--- src/rtl/trms_pkg.sv ---
`timescale 1ns / 1ps
// ----------------------------------------------------------------------------
// trms_pkg
// Shared types and codes for the token-ring MAC sender.
// ----------------------------------------------------------------------------
package trms_pkg;

  // input action codes
  localparam logic [2:0] ACT_NEW_TOKEN  = 3'd0;
  localparam logic [2:0] ACT_START      = 3'd1;
  localparam logic [2:0] ACT_STOP       = 3'd2;
  localparam logic [2:0] ACT_MSG_BYTE   = 3'd3;
  localparam logic [2:0] ACT_TOKEN_BYTE = 3'd4;
  localparam logic [2:0] ACT_STATUS     = 3'd5;

  // result targets
  localparam logic [1:0] TGT_PHY  = 2'd0;
  localparam logic [1:0] TGT_LIST = 2'd1;
  localparam logic [1:0] TGT_ERR  = 2'd2;

  // error kinds
  localparam logic ERR_CHECKSUM  = 1'b0;
  localparam logic ERR_NO_ANSWER = 1'b1;

  // configuration register indexes
  localparam logic [2:0] CFG_OWN_ADDRESS       = 3'd0;
  localparam logic [2:0] CFG_TOKEN_TAG_VALUE   = 3'd1;
  localparam logic [2:0] CFG_TIME_SERVICE      = 3'd2;
  localparam logic [2:0] CFG_CHAT_SERVICE      = 3'd3;
  localparam logic [2:0] CFG_BROADCAST_STATION = 3'd4;

  // message write mask bits
  localparam int MW_H0   = 0;
  localparam int MW_H1   = 1;
  localparam int MW_PAY  = 2;
  localparam int MW_LEN  = 3;
  localparam int MW_STAT = 4;

  localparam int CMD_FIFO_DEPTH = 2;

  typedef enum logic [2:0] {
    OP_NEW_TOKEN,
    OP_START,
    OP_STOP,
    OP_MSG,
    OP_TOKEN,
    OP_STATUS
  } op_t;

  typedef struct packed {
    op_t        op;
    logic [3:0] dst;
    logic [2:0] dsap;
    logic [7:0] data;
    logic       last;
  } cmd_t;

  typedef struct packed {
    logic [3:0] own;
    logic [7:0] tag;
    logic [2:0] tsap;
    logic [2:0] csap;
    logic [3:0] bcast;
  } cfg_t;

  typedef enum logic [3:0] {
    ST_IDLE,
    ST_NEW_TOKEN,
    ST_MSG_WR,
    ST_TOK_ZERO,
    ST_TOK_DECIDE,
    ST_TOK_OWN,
    ST_TOK_CMP,
    ST_TOK_CHG,
    ST_TOK_SEND,
    ST_FRM_RD,
    ST_FRM_EMIT,
    ST_RES_RD,
    ST_RES_EMIT,
    ST_ERR
  } state_t;

endpackage

--- src/rtl/token_ring_mac_sender_core.sv ---
`timescale 1ns / 1ps
// A queued command is taken only while the back end is idle; its work starts in the next cycle.
// Message byte: up to five frame memory writes, one write per cycle.
// Token and new token bursts: one byte per cycle unless the output stalls; frame
// send and resend: each byte is read into a register from memory, then emitted.
// Reset (rst_n, synchronous) clears control state and the known list;
// frame and token storage are not cleared.
// ----------------------------------------------------------------------------
// token_ring_mac_sender_core
// Token-ring MAC sender: frame builder, frame queue and token handling.
// ----------------------------------------------------------------------------
module token_ring_mac_sender_core #(
  parameter int STATIONS    = 15,
  parameter int MAX_FRAME   = 50,
  parameter int QUEUE_DEPTH = 3,
  parameter int MAX_RETRIES = 3
) (
  input  logic       clk,
  input  logic       rst_n,
  input  logic       cfg_we,
  input  logic [2:0] cfg_index,
  input  logic [7:0] cfg_wdata,
  input  logic       in_valid,
  output logic       in_stall,
  input  logic [2:0] in_action,
  input  logic [3:0] in_dest_station,
  input  logic [2:0] in_dest_service,
  input  logic [7:0] in_data_byte,
  input  logic       in_last_byte,
  output logic       out_valid,
  input  logic       out_stall,
  output logic [1:0] out_target,
  output logic [7:0] out_out_byte,
  output logic       out_error_kind,
  output logic [3:0] out_error_station,
  output logic       out_end_of_run
);
  import trms_pkg::*;

  cfg_t cfg_r;
  cmd_t cmd;
  logic cmd_valid, cmd_pop;

  always_ff @(posedge clk) begin
    if (!rst_n) begin
      cfg_r <= '{own: 4'd0, tag: 8'd255, tsap: 3'd1, csap: 3'd3, bcast: 4'd15};
    end else if (cfg_we) begin
      case (cfg_index)
        CFG_OWN_ADDRESS:       cfg_r.own   <= cfg_wdata[3:0];
        CFG_TOKEN_TAG_VALUE:   cfg_r.tag   <= cfg_wdata;
        CFG_TIME_SERVICE:      cfg_r.tsap  <= cfg_wdata[2:0];
        CFG_CHAT_SERVICE:      cfg_r.csap  <= cfg_wdata[2:0];
        CFG_BROADCAST_STATION: cfg_r.bcast <= cfg_wdata[3:0];
        default:               cfg_r <= cfg_r;
      endcase
    end
  end

  trms_front u_front (
    .clk             (clk),
    .rst_n           (rst_n),
    .in_valid        (in_valid),
    .in_stall        (in_stall),
    .in_action       (in_action),
    .in_dest_station (in_dest_station),
    .in_dest_service (in_dest_service),
    .in_data_byte    (in_data_byte),
    .in_last_byte    (in_last_byte),
    .cmd             (cmd),
    .cmd_valid       (cmd_valid),
    .cmd_pop         (cmd_pop)
  );

  trms_back #(
    .STATIONS    (STATIONS),
    .MAX_FRAME   (MAX_FRAME),
    .QUEUE_DEPTH (QUEUE_DEPTH),
    .MAX_RETRIES (MAX_RETRIES)
  ) u_back (
    .clk               (clk),
    .rst_n             (rst_n),
    .cfg               (cfg_r),
    .cmd               (cmd),
    .cmd_valid         (cmd_valid),
    .cmd_pop           (cmd_pop),
    .out_valid         (out_valid),
    .out_stall         (out_stall),
    .out_target        (out_target),
    .out_out_byte      (out_out_byte),
    .out_error_kind    (out_error_kind),
    .out_error_station (out_error_station),
    .out_end_of_run    (out_end_of_run)
  );

endmodule

--- src/rtl/trms_front.sv ---
`timescale 1ns / 1ps
// ----------------------------------------------------------------------------
// trms_front
// Accepts input transactions, classifies the action and queues commands.
// ----------------------------------------------------------------------------
module trms_front (
  input  logic           clk,
  input  logic           rst_n,
  input  logic           in_valid,
  output logic           in_stall,
  input  logic [2:0]     in_action,
  input  logic [3:0]     in_dest_station,
  input  logic [2:0]     in_dest_service,
  input  logic [7:0]     in_data_byte,
  input  logic           in_last_byte,
  output trms_pkg::cmd_t cmd,
  output logic           cmd_valid,
  input  logic           cmd_pop
);
  import trms_pkg::*;

  localparam int PW = $clog2(CMD_FIFO_DEPTH);
  localparam int CNTW = $clog2(CMD_FIFO_DEPTH + 1);

  cmd_t            fifo_r [CMD_FIFO_DEPTH];
  logic [PW-1:0]   wr_ptr_r, rd_ptr_r;
  logic [CNTW-1:0] cnt_r;
  logic            op_ok;
  op_t             op;
  logic            push;

  always_comb begin
    op_ok = 1'b1;
    op    = OP_START;
    case (in_action)
      ACT_NEW_TOKEN:  op = OP_NEW_TOKEN;
      ACT_START:      op = OP_START;
      ACT_STOP:       op = OP_STOP;
      ACT_MSG_BYTE:   op = OP_MSG;
      ACT_TOKEN_BYTE: op = OP_TOKEN;
      ACT_STATUS:     op = OP_STATUS;
      default:        op_ok = 1'b0;  // unused actions are taken and dropped
    endcase
  end

  assign in_stall  = (cnt_r == CNTW'(CMD_FIFO_DEPTH));
  assign push      = in_valid && !in_stall && op_ok;
  assign cmd_valid = (cnt_r != '0);
  assign cmd       = fifo_r[rd_ptr_r];

  always_ff @(posedge clk) begin
    if (push) begin
      fifo_r[wr_ptr_r] <= '{op: op, dst: in_dest_station, dsap: in_dest_service,
                            data: in_data_byte, last: in_last_byte};
    end
  end

  always_ff @(posedge clk) begin
    if (!rst_n) begin
      wr_ptr_r <= '0;
      rd_ptr_r <= '0;
      cnt_r    <= '0;
    end else begin
      if (push) wr_ptr_r <= wr_ptr_r + PW'(1);
      if (cmd_pop) rd_ptr_r <= rd_ptr_r + PW'(1);
      case ({push, cmd_pop})
        2'b10:   cnt_r <= cnt_r + CNTW'(1);
        2'b01:   cnt_r <= cnt_r - CNTW'(1);
        default: cnt_r <= cnt_r;
      endcase
    end
  end

endmodule

--- src/rtl/trms_back.sv ---
`timescale 1ns / 1ps
// ----------------------------------------------------------------------------
// trms_back
// Executes queued commands: frame building, token handling, frame send,
// resend and error reporting, with a registered result stage.
// ----------------------------------------------------------------------------
module trms_back #(
  parameter int STATIONS    = 15,
  parameter int MAX_FRAME   = 50,
  parameter int QUEUE_DEPTH = 3,
  parameter int MAX_RETRIES = 3
) (
  input  logic           clk,
  input  logic           rst_n,
  input  trms_pkg::cfg_t cfg,
  input  trms_pkg::cmd_t cmd,
  input  logic           cmd_valid,
  output logic           cmd_pop,
  output logic           out_valid,
  input  logic           out_stall,
  output logic [1:0]     out_target,
  output logic [7:0]     out_out_byte,
  output logic           out_error_kind,
  output logic [3:0]     out_error_station,
  output logic           out_end_of_run
);
  import trms_pkg::*;

  localparam int TLEN = STATIONS + 1;
  localparam int MAXP = MAX_FRAME - 4;
  localparam int QAW  = (QUEUE_DEPTH > 1) ? $clog2(QUEUE_DEPTH) : 1;
  localparam int QCW  = $clog2(QUEUE_DEPTH + 1);
  localparam int TSW  = QAW + 2;
  localparam int FAW  = $clog2(QUEUE_DEPTH * MAX_FRAME);
  localparam int SAW  = $clog2(MAX_FRAME);
  localparam int CW   = $clog2(MAX_FRAME);
  localparam int LW   = $clog2(MAX_FRAME + 1);
  localparam int TCW  = $clog2(TLEN + 1);
  localparam int TIW  = $clog2(TLEN);
  localparam int SIW  = $clog2(STATIONS);
  localparam int IW   = $clog2(((MAX_FRAME > TLEN) ? MAX_FRAME : TLEN) + 1);
  localparam int RW   = (MAX_RETRIES > 0) ? $clog2(MAX_RETRIES + 1) : 1;

  state_t state_r, state_nxt;
  logic [IW-1:0] idx_r;

  // frame storage
  logic [7:0]     fq_mem [QUEUE_DEPTH * MAX_FRAME];
  logic [7:0]     fq_rd_r;
  logic [7:0]     sent_mem [MAX_FRAME];
  logic [7:0]     sent_rd_r;
  logic           fq_we;
  logic [FAW-1:0] fq_wa;
  logic [7:0]     fq_wd;

  logic [LW-1:0]  qlen_r [QUEUE_DEPTH];
  logic [QAW-1:0] q_head_r;
  logic [QCW-1:0] q_count_r;
  logic [CW-1:0]  b_count_r;
  logic [5:0]     b_sum_r;
  logic           b_drop_r;

  logic [4:0]     wr_mask_r;
  logic [FAW-1:0] wr_base_r;
  logic [7:0]     wr_h0_r, wr_h1_r, wr_data_r, wr_stat_r;
  logic [CW-1:0]  wr_pcnt_r, wr_cnt_r;

  logic [LW-1:0]  sent_len_r;
  logic [3:0]     sent_dst_r;
  logic [FAW-1:0] rd_base_r;

  logic [7:0]     held_r [TLEN];
  logic [TCW-1:0] tok_cnt_r;
  logic           tok_held_r;
  logic [7:0]     known_r [STATIONS];
  logic           conn_r, chg_r;
  logic [RW-1:0]  retry_r;
  logic           err_kind_r;

  // result register
  logic       out_valid_r;
  logic [1:0] out_target_r;
  logic [7:0] out_byte_r;
  logic       out_kind_r;
  logic [3:0] out_station_r;
  logic       out_end_r;

  // combinational helpers
  logic           out_free;
  logic [7:0]     both, time_only;
  logic [TSW-1:0] tail_sum, tail_wrap;
  logic [QAW-1:0] tail_idx;
  logic [FAW-1:0] tail_base;
  logic           first;
  logic [2:0]     ssap;
  logic [7:0]     h0, h1;
  logic [5:0]     s0, s1, stat_sum;
  logic           pay_ok;
  logic [CW-1:0]  cnt1;
  logic           drop;
  logic [4:0]     mask;
  logic           tc_ok;
  logic [TCW-1:0] tcnt1;
  logic           retry_ok;
  logic [4:0]     mask_rest;
  logic [SIW-1:0] st_idx;
  logic           cmp_diff, chg_now;
  logic [IW-1:0]  frame_last;

  // emission
  logic       emit;
  logic [1:0] e_target;
  logic [7:0] e_byte;
  logic       e_kind;
  logic [3:0] e_station;
  logic       e_end;

  assign out_free  = !out_valid_r || !out_stall;
  assign both      = (8'd1 << cfg.tsap) | (8'd1 << cfg.csap);
  assign time_only = 8'd1 << cfg.tsap;

  assign tail_sum  = TSW'(q_head_r) + TSW'(q_count_r);
  assign tail_wrap = (tail_sum >= TSW'(QUEUE_DEPTH)) ? tail_sum - TSW'(QUEUE_DEPTH) : tail_sum;
  assign tail_idx  = QAW'(tail_wrap);
  assign tail_base = FAW'(32'(tail_idx) * MAX_FRAME);

  assign first    = (b_count_r == '0);
  assign ssap     = (cmd.dst == cfg.bcast) ? cfg.tsap : cfg.csap;
  assign h0       = {1'b0, cfg.own, ssap};
  assign h1       = {1'b0, cmd.dst, cmd.dsap};
  assign s0       = first ? (h0[5:0] + h1[5:0]) : b_sum_r;
  assign pay_ok   = (b_count_r < CW'(MAXP));
  assign s1       = pay_ok ? (s0 + cmd.data[5:0]) : s0;
  assign cnt1     = pay_ok ? (b_count_r + CW'(1)) : b_count_r;
  assign drop     = first ? (q_count_r >= QCW'(QUEUE_DEPTH)) : b_drop_r;
  assign stat_sum = s1 + 6'(cnt1);

  always_comb begin
    mask = '0;
    if (!drop) begin
      mask[MW_H0]   = first;
      mask[MW_H1]   = first;
      mask[MW_PAY]  = pay_ok;
      mask[MW_LEN]  = cmd.last;
      mask[MW_STAT] = cmd.last;
    end
  end

  assign tc_ok     = (tok_cnt_r < TCW'(TLEN));
  assign tcnt1     = tc_ok ? (tok_cnt_r + TCW'(1)) : tok_cnt_r;
  assign retry_ok  = (retry_r < RW'(MAX_RETRIES));
  assign mask_rest = wr_mask_r & (wr_mask_r - 5'd1);
  assign st_idx    = SIW'(idx_r);
  assign cmp_diff  = (known_r[st_idx] != held_r[TIW'(idx_r + IW'(1))]);
  assign chg_now   = chg_r || cmp_diff;
  assign frame_last = IW'(sent_len_r) - IW'(1);

  assign cmd_pop = (state_r == ST_IDLE) && cmd_valid;

  // next state
  always_comb begin
    state_nxt = state_r;
    case (state_r)
      ST_IDLE: begin
        if (cmd_valid) begin
          case (cmd.op)
            OP_NEW_TOKEN: state_nxt = ST_NEW_TOKEN;
            OP_MSG:       state_nxt = (mask != '0) ? ST_MSG_WR : ST_IDLE;
            OP_TOKEN:     state_nxt = (!tok_held_r && cmd.last) ? ST_TOK_ZERO : ST_IDLE;
            OP_STATUS: begin
              if (tok_held_r) begin
                if (cmd.data[1:0] == 2'b11) state_nxt = ST_TOK_SEND;
                else if (cmd.data[1]) state_nxt = retry_ok ? ST_RES_RD : ST_ERR;
                else state_nxt = ST_ERR;
              end
            end
            default:      state_nxt = ST_IDLE;
          endcase
        end
      end
      ST_NEW_TOKEN:  if (emit && e_end) state_nxt = ST_IDLE;
      ST_MSG_WR:     if (mask_rest == '0) state_nxt = ST_IDLE;
      ST_TOK_ZERO:   if (idx_r >= IW'(TLEN)) state_nxt = ST_TOK_DECIDE;
      ST_TOK_DECIDE: state_nxt = (q_count_r != '0) ? ST_FRM_RD : ST_TOK_OWN;
      ST_TOK_OWN:    state_nxt = ST_TOK_CMP;
      ST_TOK_CMP: begin
        if (idx_r == IW'(STATIONS - 1)) state_nxt = chg_now ? ST_TOK_CHG : ST_TOK_SEND;
      end
      ST_TOK_CHG:    if (emit) state_nxt = ST_TOK_SEND;
      ST_TOK_SEND:   if (emit && e_end) state_nxt = ST_IDLE;
      ST_FRM_RD:     state_nxt = ST_FRM_EMIT;
      ST_FRM_EMIT:   if (emit) state_nxt = e_end ? ST_IDLE : ST_FRM_RD;
      ST_RES_RD:     state_nxt = ST_RES_EMIT;
      ST_RES_EMIT:   if (emit) state_nxt = e_end ? ST_IDLE : ST_RES_RD;
      ST_ERR:        if (emit) state_nxt = ST_TOK_SEND;
      default:       state_nxt = ST_IDLE;
    endcase
  end

  // result and memory-write outputs
  always_comb begin
    emit      = 1'b0;
    e_target  = TGT_PHY;
    e_byte    = '0;
    e_kind    = 1'b0;
    e_station = '0;
    e_end     = 1'b0;
    fq_we     = 1'b0;
    fq_wa     = wr_base_r;
    fq_wd     = wr_h0_r;
    case (state_r)
      ST_NEW_TOKEN: begin
        emit  = out_free;
        e_end = (idx_r == IW'(STATIONS));
        if (idx_r == '0) e_byte = cfg.tag;
        else if ((idx_r - IW'(1)) == IW'(cfg.own)) e_byte = both;
      end
      ST_MSG_WR: begin
        fq_we = 1'b1;
        if (wr_mask_r[MW_H0]) begin
          fq_wa = wr_base_r;
          fq_wd = wr_h0_r;
        end else if (wr_mask_r[MW_H1]) begin
          fq_wa = wr_base_r + FAW'(1);
          fq_wd = wr_h1_r;
        end else if (wr_mask_r[MW_PAY]) begin
          fq_wa = wr_base_r + FAW'(3) + FAW'(wr_pcnt_r);
          fq_wd = wr_data_r;
        end else if (wr_mask_r[MW_LEN]) begin
          fq_wa = wr_base_r + FAW'(2);
          fq_wd = 8'(wr_cnt_r);
        end else begin
          fq_wa = wr_base_r + FAW'(3) + FAW'(wr_cnt_r);
          fq_wd = wr_stat_r;
        end
      end
      ST_TOK_CHG: begin
        emit     = out_free;
        e_target = TGT_LIST;
      end
      ST_TOK_SEND: begin
        emit   = out_free;
        e_byte = held_r[TIW'(idx_r)];
        e_end  = (idx_r == IW'(TLEN - 1));
      end
      ST_FRM_EMIT: begin
        emit   = out_free;
        e_byte = fq_rd_r;
        e_end  = (idx_r == frame_last);
      end
      ST_RES_EMIT: begin
        emit   = out_free;
        e_byte = sent_rd_r;
        e_end  = (idx_r == frame_last);
      end
      ST_ERR: begin
        emit      = out_free;
        e_target  = TGT_ERR;
        e_kind    = err_kind_r;
        e_station = sent_dst_r;
      end
      default: emit = 1'b0;
    endcase
  end

  // frame queue memory
  always_ff @(posedge clk) begin
    if (fq_we) fq_mem[fq_wa] <= fq_wd;
    if (state_r == ST_FRM_RD) fq_rd_r <= fq_mem[rd_base_r + FAW'(idx_r)];
  end

  // copy of the frame on the ring, for resends
  always_ff @(posedge clk) begin
    if (state_r == ST_FRM_EMIT && emit) sent_mem[SAW'(idx_r)] <= fq_rd_r;
    if (state_r == ST_RES_RD) sent_rd_r <= sent_mem[SAW'(idx_r)];
  end

  // payload registers
  always_ff @(posedge clk) begin
    if (cmd_pop && cmd.op == OP_MSG) begin
      wr_base_r <= tail_base;
      wr_h0_r   <= h0;
      wr_h1_r   <= h1;
      wr_data_r <= cmd.data;
      wr_pcnt_r <= b_count_r;
      wr_cnt_r  <= cnt1;
      wr_stat_r <= {stat_sum, 2'b00};
      if (cmd.last && !drop) qlen_r[tail_idx] <= LW'(cnt1) + LW'(4);
    end
    if (cmd_pop && cmd.op == OP_STATUS) begin
      err_kind_r <= cmd.data[1] ? ERR_CHECKSUM : ERR_NO_ANSWER;
    end
    if (cmd_pop && cmd.op == OP_TOKEN && !tok_held_r && tc_ok) begin
      held_r[TIW'(tok_cnt_r)] <= cmd.data;
    end
    if (state_r == ST_TOK_ZERO && idx_r < IW'(TLEN)) held_r[TIW'(idx_r)] <= '0;
    if (state_r == ST_TOK_OWN && cfg.own < 4'(STATIONS)) begin
      held_r[TIW'({1'b0, cfg.own} + 5'd1)] <= conn_r ? both : time_only;
    end
    if (state_r == ST_TOK_DECIDE && q_count_r != '0) begin
      rd_base_r  <= FAW'(32'(q_head_r) * MAX_FRAME);
      sent_len_r <= qlen_r[q_head_r];
    end
    if (state_r == ST_FRM_EMIT && emit && idx_r == IW'(1)) sent_dst_r <= fq_rd_r[6:3];
  end

  // control state
  always_ff @(posedge clk) begin
    if (!rst_n) begin
      state_r    <= ST_IDLE;
      idx_r      <= '0;
      q_head_r   <= '0;
      q_count_r  <= '0;
      b_count_r  <= '0;
      b_sum_r    <= '0;
      b_drop_r   <= 1'b0;
      wr_mask_r  <= '0;
      tok_cnt_r  <= '0;
      tok_held_r <= 1'b0;
      conn_r     <= 1'b0;
      chg_r      <= 1'b0;
      retry_r    <= '0;
      for (int i = 0; i < STATIONS; i++) known_r[i] <= '0;
    end else begin
      state_r <= state_nxt;
      case (state_r)
        ST_IDLE: begin
          if (cmd_valid) begin
            case (cmd.op)
              OP_NEW_TOKEN: begin
                idx_r   <= '0;
                chg_r   <= 1'b0;
                conn_r  <= 1'b1;
                retry_r <= '0;
                for (int i = 0; i < STATIONS; i++) begin
                  if (4'(i) != cfg.own) known_r[i] <= '0;
                end
              end
              OP_START: conn_r <= 1'b1;
              OP_STOP:  conn_r <= 1'b0;
              OP_MSG: begin
                wr_mask_r <= mask;
                if (cmd.last) begin
                  b_count_r <= '0;
                  b_sum_r   <= '0;
                  b_drop_r  <= 1'b0;
                  if (!drop) q_count_r <= q_count_r + QCW'(1);
                end else begin
                  b_count_r <= cnt1;
                  b_sum_r   <= s1;
                  b_drop_r  <= drop;
                end
              end
              OP_TOKEN: begin
                if (!tok_held_r) begin
                  if (cmd.last) begin
                    tok_cnt_r <= '0;
                    idx_r     <= IW'(tcnt1);
                  end else begin
                    tok_cnt_r <= tcnt1;
                  end
                end
              end
              OP_STATUS: begin
                idx_r <= '0;
                if (tok_held_r) begin
                  if (cmd.data[1:0] == 2'b11) retry_r <= '0;
                  else if (cmd.data[1] && retry_ok) retry_r <= retry_r + RW'(1);
                  else retry_r <= '0;
                end
              end
              default: idx_r <= idx_r;
            endcase
          end
        end
        ST_NEW_TOKEN: if (emit) idx_r <= idx_r + IW'(1);
        ST_MSG_WR:    wr_mask_r <= mask_rest;
        ST_TOK_ZERO:  if (idx_r < IW'(TLEN)) idx_r <= idx_r + IW'(1);
        ST_TOK_DECIDE: begin
          idx_r <= '0;
          if (q_count_r != '0) begin
            q_head_r   <= (32'(q_head_r) == QUEUE_DEPTH - 1) ? '0 : q_head_r + QAW'(1);
            q_count_r  <= q_count_r - QCW'(1);
            tok_held_r <= 1'b1;
          end
        end
        ST_TOK_CMP: begin
          // take in any entry that differs from the known list
          if (cmp_diff) begin
            known_r[st_idx] <= held_r[TIW'(idx_r + IW'(1))];
            chg_r <= 1'b1;
          end
          idx_r <= (idx_r == IW'(STATIONS - 1)) ? '0 : idx_r + IW'(1);
        end
        ST_TOK_CHG: if (emit) chg_r <= 1'b0;
        ST_TOK_SEND: begin
          if (emit) begin
            idx_r <= idx_r + IW'(1);
            if (e_end) tok_held_r <= 1'b0;
          end
        end
        ST_FRM_EMIT: if (emit) idx_r <= idx_r + IW'(1);
        ST_RES_EMIT: if (emit) idx_r <= idx_r + IW'(1);
        default: idx_r <= idx_r;
      endcase
    end
  end

  // result register
  always_ff @(posedge clk) begin
    if (!rst_n) begin
      out_valid_r <= 1'b0;
    end else if (emit) begin
      out_valid_r <= 1'b1;
    end else if (!out_stall) begin
      out_valid_r <= 1'b0;
    end
  end

  always_ff @(posedge clk) begin
    if (emit) begin
      out_target_r  <= e_target;
      out_byte_r    <= e_byte;
      out_kind_r    <= e_kind;
      out_station_r <= e_station;
      out_end_r     <= e_end;
    end
  end

  assign out_valid         = out_valid_r;
  assign out_target        = out_target_r;
  assign out_out_byte      = out_byte_r;
  assign out_error_kind    = out_kind_r;
  assign out_error_station = out_station_r;
  assign out_end_of_run    = out_end_r;

  a_queue_bound: assert property (@(posedge clk) disable iff (!rst_n)
    q_count_r <= QCW'(QUEUE_DEPTH))
    else $error("frame queue count beyond depth");

  a_retry_bound: assert property (@(posedge clk) disable iff (!rst_n)
    retry_r <= RW'(MAX_RETRIES))
    else $error("retry count beyond limit");

  a_token_release: assert property (@(posedge clk) disable iff (!rst_n)
    (state_r == ST_TOK_SEND && emit && e_end) |=> !tok_held_r)
    else $error("token still held after it was sent");

  a_frame_hold: assert property (@(posedge clk) disable iff (!rst_n)
    (state_r == ST_FRM_EMIT && emit && e_end) |=> (tok_held_r && state_r == ST_IDLE))
    else $error("token not held after frame send");

endmodule

--- config.mk ---
export PLATFORM = sky130hd
export DESIGN_NAME = token_ring_mac_sender_core
export DESIGN_NICKNAME = d
export VERILOG_FILES = /design/src/rtl/trms_pkg.sv /design/src/rtl/token_ring_mac_sender_core.sv /design/src/rtl/trms_front.sv /design/src/rtl/trms_back.sv
export SDC_FILE = /design/constraint.sdc
export NUM_CORES = 2
export LEC_CHECK = 0
export ABC_AREA = 0
export BUFFER_PORTS_ARGS = -buffer_cell sky130_fd_sc_hd__buf_2
export CAP_MARGIN = 10
export CORE_MARGIN = 5
export CORE_UTILIZATION = 42
export CTS_CLUSTER_SIZE = 20
export DETAILED_ROUTE_END_ITERATION = 10
export PLACE_DENSITY = 0.55
export SYNTH_ARGS = -nofsm -noshare
export SYNTH_HDL_FRONTEND = slang
export SYNTH_SLANG_ARGS = --single-unit
export TNS_END_PERCENT = 100
--- constraint.sdc ---
create_clock -name clk -period 15.15 [get_ports clk]
set_clock_uncertainty 0.15 [all_clocks]
set_input_delay 0.7575 -clock clk [delete_from_list [all_inputs] [get_ports clk]]
set_output_delay 0.7575 -clock clk [all_outputs]
set_load 0.02 [all_outputs]
==> results.yml <==
power_and_ir_drop:
  p_clk_frac: 0.358
  p_per_area_nw_per_um2: 147
  cellLeakagePower_nw: 29.2
  max-vdd-ir-drop_uv: 111
  switchingPower_mw: 3.74
  seqPwrFrac: 0.476
  intPower_mw: 10.3
  power_frac_comb: 0.166
  sw_frac_of_total: 0.266
global_routing:
  gr-total-overflow: 0
  grt_usage: 0.207
  grt_max_degree: 135
  antenna_found_initial: 4
  grt_pass1_vias: 45200
  grt_pass1_wl_um: 323000
final_layout:
  finalNetCount: 4919
  layout-drive-gt1-share: 0.203
  final.fill_count: 17000
  multi_input_area_um2: 22200
  design_area_um2: 95500
  areaGrowthSynthToFinish_pct: 12.1
  post-route-util: 0.473
  seqCellArea_um2: 61700
drt:
  vias: 44700
  viasPerCell: 5.84
  routedWlPerCell_um: 28.8
  drtIter0Drc: 4455
  drc: 0
  first_pass_iters: 5
  routed_wl_um: 220000
  antenna_left: 0
worst_setup_path:
  cp_cell_sequence: "buf_4 -> mux2_2 -> xor2_1 -> nor4_1 -> mux2_2 -> ha_1 -> inv_1 -> fa_1 -> o21ai_0 -> inv_1 -> fa_1 -> nand2_1 -> o21ai_0 -> inv_1 -> ha_1 -> a21o_1 -> a21oi_1 -> o21bai_1 -> a21oi_1 -> xnor2_1 -> xnor2_1"
  endpoint_kind: "flip-flop"
  crit_slowest_cell: "nor4_1"
  critPathMaxFanout: 23
  crit_top_cell: "inv_1"
  arrival_ps: 6370
  start_kind: "flip-flop"
  crit_required_ps: 15550
  max_stage_delay_ps: 700
  path_class: "flip-flop to flip-flop"
yosys:
  ys.flop_type: "edfxtp_1"
  avgSynthCellArea_um2: 18.1
  async_flop_share: 0
  synth_area_um2: 85200
  synth-seq-area-share: 0.724
  synth_top_family_by_area: "multiplexers"
  synthAdderAreaFrac: 0.00999
  synth_top_area_frac: 0.707
  synth_xor_area_frac: 0.00739
  synth-simple-area-share: 0.0504
  synth_cells: 4710
  synth_compound_area_frac: 0.0481
  synth_top_cell_by_area: "edfxtp_1"
  ys_top_cells_by_count: "edfxtp_1 (2,005), mux4_2 (480), nor2_1 (466), clkbuf_1 (181), a22oi_1 (172)"
  yosysUniqueCellTypes: 78
  ys_ff_latch: 2079
  synth-edff-count: 2005
  yosysWarnings: 0
  synth.most_common_cell: "edfxtp_1"
  synth_nets: 4808
  synthMuxAreaShare: 0.143
  ys_top_cells_by_area: "edfxtp_1 (71%), mux4_2 (13%), nor2_1 (2.1%)"
timing:
  finalHoldViolations: 0
  tightest_slew_ps: 1220
  fin_crit_sh: 0.394
  timing.fmax_mhz: 167
  max-slew-margin-rel: 0.189
  finalSetupTns_ps: 0
  finalCriticalPeriod_ps: 5970
  slew_violations: 0
  setup_viol: 0
  worst_slack_ps: 9180
  hold_ws_ps: 94.0
  rsz0062_at_grt: "no"
clocking:
  cts.sinks: 2079
  cts_root_buffer: "clkbuf_16"
  clock_path_buffers: 3
  cts-resized-gates: 0
  clk_pin_slew_ps: 60
  cts_tree: "yes"
  clk_latency_ps: 830
  htreeDepth: 4
  cts_buffers: 210
die:
  ios: 53
  fp.coreArea_um2: 202000
  fp.dieW_um: 460
  start_util: 0.422
  die_h_um: 460
  die_area_um2: 212000
  fp-row-count: 165
placement:
  gp_congestion: 0.836
  pre_cts_slack_ps: 9210
  dpl.hpwl_um: 138000
  port_buffers: 52
  place_area_um2: 88600
hold_path:
  hp-class: "input port to flip-flop"
outcome:
  status: "finished, final reports clean"
run:
  drv_cap: 0
## worst max-delay path: cells and delay by family, from the launching register on
family,cells,cell delay (ps)
flip-flops,1,310
AND/OR/NAND/NOR,2,760
XOR/XNOR,3,400
adder cells (fa/ha/maj),4,1410
multiplexers,2,840
buffers and inverters,4,580
AO/OA/AOI/OAI,6,1220
## cell families (layout without fill, tap and decap cells)
kind of cell               count (synthesis)  in the layout
muxes                                    610            610
xor gates and xnor gates                  71             71
other                                      0              2
adders and majority gates                 64             64
DFF                                     2079           2079
AOI/OAI and AO/OA                        591            591
and+or+nand+nor                          944            944
buffers and inverters                    351            631
## metrics by stage
stage	power [mW]	instances
3_3_place_gp	9.16	7260
6_report	14.1	7664
4_1_cts	14.2	7661
3_5_place_dp	9.17	7260
2_1_floorplan	8.41	4710
5_1_grt	14.6	7663
## layout make-up
type / instances / area share
multi-input cells: 2280 / 0.233
diodes: 2 / 0.0000524
inverters: 73 / 0.00287
clock inverters: 111 / 0.0112
clock buffers: 270 / 0.0583
repair buffers: 177 / 0.0135
flip-flops and latches: 2079 / 0.646
well taps: 2672 / 0.0350
## power by group through the flow
stage	sequential [mW]	clock, mW	combinational, mW
CTS	6.70	5.12	2.37
finish	6.70	5.03	2.34
global route	6.71	5.37	2.50
floorplan	6.86	0	1.55
detailed placement	6.82	0	2.35
global placement	6.82	0	2.34
## registers in the layout (all words and copies together) (netlist names), 6 cells and up, named ones only
name,cells
u_front.fifo_r,38
u_back.idx_r,6
cfg_r,22
u_back.wr_h0_r,7
u_back.sent_rd_r,8
u_back.b_count_r,6
u_back.wr_pcnt_r,6
u_back.sent_mem,400
u_back.held_r,128
u_back.fq_mem,1200
u_back.qlen_r,18
u_back.wr_stat_r,6
u_back.sent_len_r,6
u_back.wr_h1_r,7
u_back.known_r,128
u_back.out_out_byte,8
u_back.wr_cnt_r,6
u_back.b_sum_r,6
u_back.fq_rd_r,8
u_back.wr_data_r,8
## per-layer routing
layer,GRT usage,vias to the layer above,share of wire
met2,0.342,1495,0.49
met3,0.0313,287,0.056
met4,0.0495,0,0.023
met5,0,-,0
met1,0.291,23600,0.43
li1,-,19300,-
## cells in the final DEF, fill, tap and decap left out, types with 29 or more instances in the layout
| cell | netlist | routed |
|---|---|---|
| mux2_2 | 35 | 35 |
| xnor2_1 | 49 | 46 |
| buf_4 | 5 | 103 |
| nor2_1 | 466 | 465 |
| clkbuf_1 | 181 | 52 |
| dfxtp_1 | 74 | 69 |
| o21ai_0 | 68 | 61 |
| inv_1 | 72 | 71 |
| clkinv_1 | 1 | 44 |
| mux4_2 | 480 | 480 |
| clkinv_2 | 0 | 29 |
| nor2b_1 | 53 | 53 |
| nand3_1 | 97 | 97 |
| clkbuf_16 | 0 | 211 |
| a22oi_1 | 172 | 172 |
| nand4_1 | 40 | 40 |
| nand2_1 | 147 | 146 |
| mux2i_1 | 95 | 95 |
| ha_1 | 56 | 55 |
| edfxtp_1 | 2005 | 2005 |
| and2_1 | 31 | 30 |
| buf_2 | 56 | 51 |
| a21oi_1 | 113 | 112 |
## path summary, 6_finish.rpt
kind | cells after the start | end | slack [ps] | startpoint
setup / recovery | 21 | u_back.wr_stat_r[7]$_DFFE_PP_ | 9180 | flip-flop
hold / removal | 2 | u_front.fifo_r[1][17]$_DFFE_PP_ | 90 | in_action[2]
setup reg to reg | 21 | u_back.wr_stat_r[7]$_DFFE_PP_ | 9180 | flip-flop
hold reg to reg | 2 | cfg_r[10]$_SDFFE_PN1P_ | 330 | cfg_r[10]$_SDFFE_PN1P_
## what timing repair did
action,in CTS,in global routing
endpoints found under the setup margin,0,0
setup buffers,0,0
hold buffers,20,0
hold endpoints to repair,36,0
(Power assumes the default switching activity.)
